--- config.mk ---
export PLATFORM = sky130hd
export DESIGN_NAME = shell_command_tokenizer_top
export DESIGN_NICKNAME = d
export VERILOG_FILES = /design/src/rtl/sct_pkg.sv /design/src/rtl/shell_command_tokenizer_top.sv /design/src/rtl/sct_step.sv /design/src/rtl/sct_resq.sv
export SDC_FILE = /design/constraint.sdc
export NUM_CORES = 1
export LEC_CHECK = 0
export ABC_AREA = 1
export BUFFER_PORTS_ARGS = -buffer_cell sky130_fd_sc_hd__buf_2
export CAP_MARGIN = 5
export CORE_MARGIN = 3
export CORE_UTILIZATION = 60
export DETAILED_ROUTE_END_ITERATION = 10
export PLACE_DENSITY = 0.78
export SYNTH_ARGS = -nofsm -noshare
export SYNTH_HDL_FRONTEND = slang
export SYNTH_HIERARCHICAL = 1
export SYNTH_SLANG_ARGS = --single-unit
--- constraint.sdc ---
create_clock -name clk -period 8.4 [get_ports clk]
set_input_delay 1.26 -clock clk [delete_from_list [all_inputs] [get_ports clk]]
set_output_delay 1.26 -clock clk [all_outputs]
set_load 0.02 [all_outputs]
--- src/rtl/sct_pkg.sv ---
// ----------------------------------------------------------------------------
// sct_pkg
// Shared types for the shell command tokenizer: result kinds, one result
// entry, and the bundle of up to three results that one input byte causes.
// ----------------------------------------------------------------------------
`default_nettype none

package sct_pkg;

  // Result kinds
  typedef enum logic [2:0] {
    K_BYTE = 3'd0,
    K_TEND = 3'd1,
    K_LEND = 3'd2,
    K_IEND = 3'd3,
    K_LOST = 3'd4
  } kind_t;

  // Most results one input can cause
  localparam int MAX_RES = 3;

  // Default depth of the result queue
  localparam int RESQ_DEPTH = 4;

  typedef struct packed {
    kind_t      kind;
    logic [7:0] ch;
    logic       last;
  } sct_res_t;

  typedef struct packed {
    sct_res_t [MAX_RES-1:0] ent;
    logic [1:0]             cnt;
  } sct_bundle_t;

endpackage

`default_nettype wire

--- src/rtl/shell_command_tokenizer_top.sv ---
// ----------------------------------------------------------------------------
// shell_command_tokenizer_top
// Tokenizes a command-line byte stream into token bytes, token ends, line
// ends, input end and lost-quote errors.
// ----------------------------------------------------------------------------
// Usage:
//   Input channel (in_valid/in_ready) carries one byte_req per transaction,
//   or an end_of_input mark. Output channel (out_valid/out_ready) carries one
//   result per transaction: kind, char_out, and last on the final result that
//   a given input caused. An input may cause zero to three results.
//   The results of an accepted input are registered into the result queue,
//   behind any results still queued. One input is accepted per cycle as long
//   as the result queue has room for three more results; the output side
//   drains one result per cycle while out_ready is high.
//   The result queue (RESQ_DEPTH entries) lets input keep flowing while the
//   receiver stalls; once it holds more than RESQ_DEPTH-3 results, in_ready
//   drops until results are taken.
//   Reset (rst, synchronous) empties the queue and returns the lexer to the
//   between-tokens mode with no pending separator or open quote.
// ----------------------------------------------------------------------------
`default_nettype none

module shell_command_tokenizer_top #(
  parameter int RESQ_DEPTH = sct_pkg::RESQ_DEPTH
) (
  input  wire logic       clk,
  input  wire logic       rst,
  input  wire logic       in_valid,
  output logic            in_ready,
  input  wire logic [7:0] byte_req,
  input  wire logic       end_of_input,
  output logic            out_valid,
  input  wire logic       out_ready,
  output logic [2:0]      kind,
  output logic [7:0]      char_out,
  output logic            last
);
  import sct_pkg::*;

  sct_bundle_t bundle;
  sct_res_t    head;
  logic        in_fire;
  logic        space;

  assign in_ready = space;
  assign in_fire  = in_valid && in_ready;

  // Lexer mode machine
  sct_step u_step (
    .clk          (clk),
    .rst          (rst),
    .take         (in_fire),
    .byte_req     (byte_req),
    .end_of_input (end_of_input),
    .bundle       (bundle)
  );

  // Result queue
  sct_resq #(
    .Depth (RESQ_DEPTH)
  ) u_resq (
    .clk        (clk),
    .rst        (rst),
    .push       (in_fire),
    .push_data  (bundle),
    .space      (space),
    .head_valid (out_valid),
    .head       (head),
    .pop        (out_valid && out_ready)
  );

  assign kind     = head.kind;
  assign char_out = head.ch;
  assign last     = head.last;

endmodule

`default_nettype wire

--- src/rtl/sct_step.sv ---
// ----------------------------------------------------------------------------
// sct_step
// Lexer mode machine: holds the mode, the pending separator and the open
// quote, and turns one input byte into a bundle of zero to three results.
// ----------------------------------------------------------------------------
`default_nettype none

module sct_step (
  input  wire logic              clk,
  input  wire logic              rst,
  input  wire logic              take,
  input  wire logic [7:0]        byte_req,
  input  wire logic              end_of_input,
  output sct_pkg::sct_bundle_t   bundle
);
  import sct_pkg::*;

  typedef enum logic [2:0] {
    M_IDLE    = 3'd0,
    M_WORD    = 3'd1,
    M_QUOTE   = 3'd2,
    M_ESC     = 3'd3,
    M_PEND    = 3'd4,
    M_COMMENT = 3'd5
  } mode_t;

  localparam logic [7:0] C_SP   = 8'h20;
  localparam logic [7:0] C_TAB  = 8'h09;
  localparam logic [7:0] C_LF   = 8'h0A;
  localparam logic [7:0] C_HASH = 8'h23;
  localparam logic [7:0] C_SQ   = 8'h27;
  localparam logic [7:0] C_DQ   = 8'h22;
  localparam logic [7:0] C_SEMI = 8'h3B;
  localparam logic [7:0] C_LT   = 8'h3C;
  localparam logic [7:0] C_LP   = 8'h28;
  localparam logic [7:0] C_RP   = 8'h29;
  localparam logic [7:0] C_BAR  = 8'h7C;
  localparam logic [7:0] C_AMP  = 8'h26;
  localparam logic [7:0] C_GT   = 8'h3E;
  localparam logic [7:0] C_BSL  = 8'h5C;

  mode_t      mode, mode_next;
  logic [7:0] pending_sep, pending_sep_next;
  logic [7:0] quote_char, quote_char_next;

  logic       do_idle;
  logic       do_quote;
  logic [1:0] n;
  logic       word_char;

  // Flag bytes that may continue a word
  always_comb begin
    unique case (byte_req) inside
      C_SEMI, C_LT, C_LP, C_RP, C_BAR, C_AMP, C_GT,
      C_SQ, C_DQ, C_SP, C_TAB, C_HASH, C_LF: word_char = 1'b0;
      default:                                word_char = 1'b1;
    endcase
  end

  // Decode one byte into results and next state
  always_comb begin
    bundle           = '0;
    n                = 2'd0;
    mode_next        = mode;
    pending_sep_next = pending_sep;
    quote_char_next  = quote_char;
    do_idle          = 1'b0;
    do_quote         = 1'b0;

    unique case (mode)
      M_WORD: begin
        if (!end_of_input && word_char) begin
          bundle.ent[n] = '{kind: K_BYTE, ch: byte_req, last: 1'b0};
          n = n + 2'd1;
        end else begin
          bundle.ent[n] = '{kind: K_TEND, ch: 8'd0, last: 1'b0};
          n = n + 2'd1;
          do_idle = 1'b1;
        end
      end
      M_QUOTE: begin
        do_quote = 1'b1;
      end
      M_ESC: begin
        if (!end_of_input && (byte_req == C_DQ || byte_req == C_BSL)) begin
          bundle.ent[n] = '{kind: K_BYTE, ch: byte_req, last: 1'b0};
          n = n + 2'd1;
          mode_next = M_QUOTE;
        end else begin
          bundle.ent[n] = '{kind: K_BYTE, ch: C_BSL, last: 1'b0};
          n = n + 2'd1;
          do_quote = 1'b1;
        end
      end
      M_PEND: begin
        pending_sep_next = 8'd0;
        if (!end_of_input && byte_req == pending_sep) begin
          bundle.ent[n] = '{kind: K_BYTE, ch: byte_req, last: 1'b0};
          n = n + 2'd1;
          bundle.ent[n] = '{kind: K_TEND, ch: 8'd0, last: 1'b0};
          n = n + 2'd1;
          mode_next = M_IDLE;
        end else begin
          bundle.ent[n] = '{kind: K_TEND, ch: 8'd0, last: 1'b0};
          n = n + 2'd1;
          do_idle = 1'b1;
        end
      end
      M_COMMENT: begin
        if (end_of_input) begin
          bundle.ent[n] = '{kind: K_IEND, ch: 8'd0, last: 1'b0};
          n = n + 2'd1;
          mode_next = M_IDLE;
        end else if (byte_req == C_LF) begin
          mode_next = M_IDLE;
        end
      end
      default: begin
        do_idle = 1'b1;
      end
    endcase

    // Handle the byte as between tokens
    if (do_idle) begin
      mode_next = M_IDLE;
      if (end_of_input) begin
        bundle.ent[n] = '{kind: K_IEND, ch: 8'd0, last: 1'b0};
        n = n + 2'd1;
      end else begin
        unique case (byte_req) inside
          C_SP, C_TAB: begin
          end
          C_LF: begin
            bundle.ent[n] = '{kind: K_LEND, ch: 8'd0, last: 1'b0};
            n = n + 2'd1;
          end
          C_HASH: begin
            bundle.ent[n] = '{kind: K_LEND, ch: 8'd0, last: 1'b0};
            n = n + 2'd1;
            mode_next = M_COMMENT;
          end
          C_SQ, C_DQ: begin
            quote_char_next = byte_req;
            mode_next = M_QUOTE;
          end
          C_SEMI, C_LT, C_LP, C_RP: begin
            bundle.ent[n] = '{kind: K_BYTE, ch: byte_req, last: 1'b0};
            n = n + 2'd1;
            bundle.ent[n] = '{kind: K_TEND, ch: 8'd0, last: 1'b0};
            n = n + 2'd1;
          end
          C_BAR, C_AMP, C_GT: begin
            bundle.ent[n] = '{kind: K_BYTE, ch: byte_req, last: 1'b0};
            n = n + 2'd1;
            pending_sep_next = byte_req;
            mode_next = M_PEND;
          end
          default: begin
            bundle.ent[n] = '{kind: K_BYTE, ch: byte_req, last: 1'b0};
            n = n + 2'd1;
            mode_next = M_WORD;
          end
        endcase
      end
    end

    // Handle the byte inside quotes
    if (do_quote) begin
      mode_next = M_QUOTE;
      if (end_of_input) begin
        bundle.ent[n] = '{kind: K_TEND, ch: 8'd0, last: 1'b0};
        n = n + 2'd1;
        bundle.ent[n] = '{kind: K_LOST, ch: 8'd0, last: 1'b0};
        n = n + 2'd1;
        quote_char_next = 8'd0;
        mode_next = M_IDLE;
      end else if (byte_req == quote_char) begin
        bundle.ent[n] = '{kind: K_TEND, ch: 8'd0, last: 1'b0};
        n = n + 2'd1;
        quote_char_next = 8'd0;
        mode_next = M_IDLE;
      end else if (byte_req == C_BSL && quote_char == C_DQ) begin
        mode_next = M_ESC;
      end else begin
        bundle.ent[n] = '{kind: K_BYTE, ch: byte_req, last: 1'b0};
        n = n + 2'd1;
      end
    end

    // Mark the final result of this transaction
    if (n != 2'd0) begin
      bundle.ent[n - 2'd1].last = 1'b1;
    end
    bundle.cnt = n;
  end

  // Hold lexer state, advance on each accepted transaction
  always_ff @(posedge clk) begin
    if (rst) begin
      mode        <= M_IDLE;
      pending_sep <= 8'd0;
      quote_char  <= 8'd0;
    end else if (take) begin
      mode        <= mode_next;
      pending_sep <= pending_sep_next;
      quote_char  <= quote_char_next;
    end
  end

endmodule

`default_nettype wire

--- src/rtl/sct_resq.sv ---
// ----------------------------------------------------------------------------
// sct_resq
// Result queue: takes a whole bundle of up to three results in one push and
// hands them out one per cycle, while the receiver is ready, on a valid/ready channel.
// ----------------------------------------------------------------------------
`default_nettype none

module sct_resq #(
  parameter int Depth = sct_pkg::RESQ_DEPTH
) (
  input  wire logic                 clk,
  input  wire logic                 rst,
  input  wire logic                 push,
  input  wire sct_pkg::sct_bundle_t push_data,
  output logic                      space,
  output logic                      head_valid,
  output sct_pkg::sct_res_t         head,
  input  wire logic                 pop
);
  import sct_pkg::*;

  localparam int PtrW = $clog2(Depth);
  localparam int CntW = $clog2(Depth + 1);

  sct_res_t            mem [Depth];
  logic [PtrW-1:0]     rd_ptr;
  logic [PtrW-1:0]     wr_ptr;
  logic [CntW-1:0]     count;
  logic [1:0]          push_cnt;

  // Advance a pointer by k places around the ring
  function automatic logic [PtrW-1:0] wrap_add(input logic [PtrW-1:0] p,
                                               input logic [1:0] k);
    logic [PtrW+1:0] s;
    s = (PtrW + 2)'(p) + (PtrW + 2)'(k);
    if (s >= (PtrW + 2)'(Depth)) begin
      s = s - (PtrW + 2)'(Depth);
    end
    return s[PtrW-1:0];
  endfunction

  assign push_cnt   = push ? push_data.cnt : 2'd0;
  assign space      = count <= CntW'(Depth - MAX_RES);
  assign head_valid = count != '0;
  assign head       = mem[rd_ptr];

  // Write the bundle entries into consecutive slots
  always_ff @(posedge clk) begin
    for (int i = 0; i < MAX_RES; i++) begin
      if (2'(i) < push_cnt) begin
        mem[wrap_add(wr_ptr, 2'(i))] <= push_data.ent[i];
      end
    end
  end

  // Track pointers and fill level
  always_ff @(posedge clk) begin
    if (rst) begin
      rd_ptr <= '0;
      wr_ptr <= '0;
      count  <= '0;
    end else begin
      wr_ptr <= wrap_add(wr_ptr, push_cnt);
      rd_ptr <= wrap_add(rd_ptr, {1'b0, pop});
      count  <= count + CntW'(push_cnt) - CntW'(pop);
    end
  end

endmodule

`default_nettype wire

==> impl_metrics.tcl <==
set metrics [dict create \
    drt_pass1_iterations 8 \
    gp_congestion 1.03 \
    synth_top_area_cell "edfxtp_1" \
    status "complete, no violations" \
    area_delta_synth_final_pct 5.16 \
    drc 0 \
    post_cts_buffers 0 \
    synth_area_um2 6350 \
    grt_overflow 0 \
    p_sw_mw 1.01 \
    rows 36 \
    cts_buffers 9 \
    rsz0062_at_grt "false" \
    yosys-top-cells-count "nand2_1, nand3_1, inv_1, nor2_1, edfxtp_1" \
    fin_crit_sh_pct 69.4 \
    die_h_um 109 \
    cts_hold_buf 0 \
    antenna_found_initial 0 \
    hp-class "flip-flop to flip-flop" \
    ant_nets 0 \
    synth_top_area_share_pct 22.7 \
    ys_top_cells_by_area "edfxtp_1, nand2_1, nand3_1, dfxtp_1, inv_1" \
    yosysMostFrequentCell "nand2_1" \
    cp.required_ps 8390 \
    pwr-share-clk_pct 15.5 \
    path_max_fanout 40 \
    relSlewSlack_pct 20.0 \
    numPortBuffers 26 \
    path_class "input pin to flip-flop" \
    drive_gt1_share_pct 10.8 \
    syn_nets 1023 \
    grt_pass1_wl_um 31200 \
    drt_wl_total_um 19600 \
    cts_resized 0 \
    viasPerCell 5.98 \
    pwr_density_cell_nw_per_um2 305 \
    ys_async_sr_fraction_pct 0 \
    ys_ff_latch 74 \
    finalSetupViolCount 0 \
    ys.flop_type "edfxtp_1" \
    dpl.hpwl_um 14900 \
    seq_power_share_pct 28.0 \
    worstMarginPinSlew_ps 1180 \
    vias 6767 \
    hold_viol 0 \
    hold_ws_ps 505 \
    fin_nets 1021 \
    synth_edf_count 48 \
    clock_path_buffers 2 \
    avgSynthCellArea_um2 6.38 \
    gr-usage-all-layers_pct 33.8 \
    diodes 0 \
    cts.sink_count 74 \
    grt_max_degree 41 \
    slew_violations 0 \
    die_w_um 109 \
    clk_pin_slew_worst_paths_ps 80 \
    drt_iter0_markers 746 \
    coreArea_um2 10000 \
    grt_pass1_vias 6195 \
    critPathArrivalTime_ps 5830 \
    crit_path_start_kind "input pin" \
    initial_core_util_pct 63.2 \
    cts_htree_levels 3 \
    synthDistinctLibCells 47 \
    wl_per_cell_um 17.3 \
    p_leak_nw 3.17 \
    clock_latency_ps 370 \
    fillers 954 \
    fin_crit_ps 5830 \
    crit_path_end_kind "flip-flop" \
    die_area_um2 11900 \
    p_total_mw 2.04 \
    fin_skew_ps 13.3 \
    pwr-share-comb_pct 56.5 \
    ys_warn_count 6 \
    syn_inst 996 \
    drv_cap 0 \
    pin_count 27 \
    cts_tree "built" \
    finish.utilization_pct 66.5 \
    max_freq_mhz 171 \
    setup_tns_ps 0 \
    ir_drop_v 0.000202 \
    p_int_mw 1.03 \
    swShare_pct 49.6 \
    cts_root_buf "clkbuf_8" \
    synth_seq_area_share_pct 30.9 \
]
[logic make-up after synthesis]
group / count (synthesis) / share of synthesized area (%)
simple gates: 607 / 41.9
buf+inv: 161 / 10.5
compound gates: 134 / 12.8
flops: 74 / 30.9
fa+ha+maj: 14 / 2.88
xor+xnor: 6 / 0.945
[registers in the layout, summed over array words and instances, names as in the netlist]
register and flops:
u_resq/mem 48, u_step/quote_char 8, u_resq/count 3, u_resq/wr_ptr 2
u_step/pending_sep 8, u_resq/rd_ptr 2, u_step/mode 3
[power by group through the flow]
stage / sequential [mW] / combinational, mW / clock [mW]
final: 0.571 / 1.15 / 0.316
after global routing: 0.576 / 1.28 / 0.334
after CTS: 0.569 / 1.12 / 0.320
after detailed placement: 0.577 / 1.12 / 0
after global placement: 0.573 / 1.10 / 0
after floorplan: 0.563 / 0.844 / 0
[cell usage in the layout (no fill, tap or decap), drive strengths merged, types with 5 or more instances in the layout]
master / synthesis / routed
a21oi: 31 / 31
buf: 24 / 27
clkbuf: 16 / 10
dfxtp: 26 / 26
edfxtp: 48 / 48
ha: 13 / 13
inv: 120 / 121
nand2: 363 / 363
nand3: 127 / 127
nand4: 9 / 9
nor2: 97 / 97
nor3: 6 / 6
o211ai: 8 / 8
o21ai: 54 / 54
o22ai: 17 / 17
o31ai: 8 / 8
or2: 5 / 5
xor2: 5 / 5
[critical path: stages]
cell	delay, ps
buf_2	190
inv_1	240
nand2_1	90
a21oi_1	190
nand3_2	200
nand2_1	150
nand2_1	70
nor2_2	170
inv_2	80
ha_1	200
o21ai_0	160
nand2_1	70
nand3_1	110
inv_2	60
nor2_4	180
ha_1	260
o211ai_1	170
nand2_1	90
nand2_1	170
nand2_2	150
inv_2	510
nand2_1	420
nand3_1	620
[final timing paths]
| check | from | end | slack, ps | depth (start not counted) |
|---|---|---|---|---|
| min | u_step/mode[2] | u_step/mode[2] | 500 | 2 |
| max reg2reg | u_step/mode[2] | u_resq/mem[2][5] | 3170 | 21 |
| min reg2reg | u_step/mode[2] | u_step/mode[2] | 500 | 2 |
| max | byte_req[2] | u_resq/mem[2][5] | 2570 | 23 |
[layout make-up]
class,instances,area (um2),area share [%]
well taps,133,166,2.49
clock inverters,6,87.6,1.31
clock buffers,10,138,2.06
inverters,121,467,6.99
flip-flops and latches,74,1960,29.4
repair buffers,27,138,2.06
multi-input cells,761,3720,55.7
[metal layers]
metal / part of all wire [%] / track usage [%] / up-vias
li1: - / - / 3245
met1: 40 / 41.9 / 3036
met2: 48 / 58.1 / 418
met3: 8.1 / 4.85 / 68
met4: 4.1 / 15.2 / 0
met5: 0 / 0 / -
[per-stage QoR]
stage | cells | area [um2] | worst slack, ps
after global placement | 1116 | 6450 | 2480
after floorplan | 996 | 6350 | 3530
after global routing | 1132 | 6680 | 2160
after CTS | 1132 | 6680 | 2650
final | 1132 | 6680 | 2570
after detailed placement | 1116 | 6450 | 2270
(Power assumes the default switching activity.)
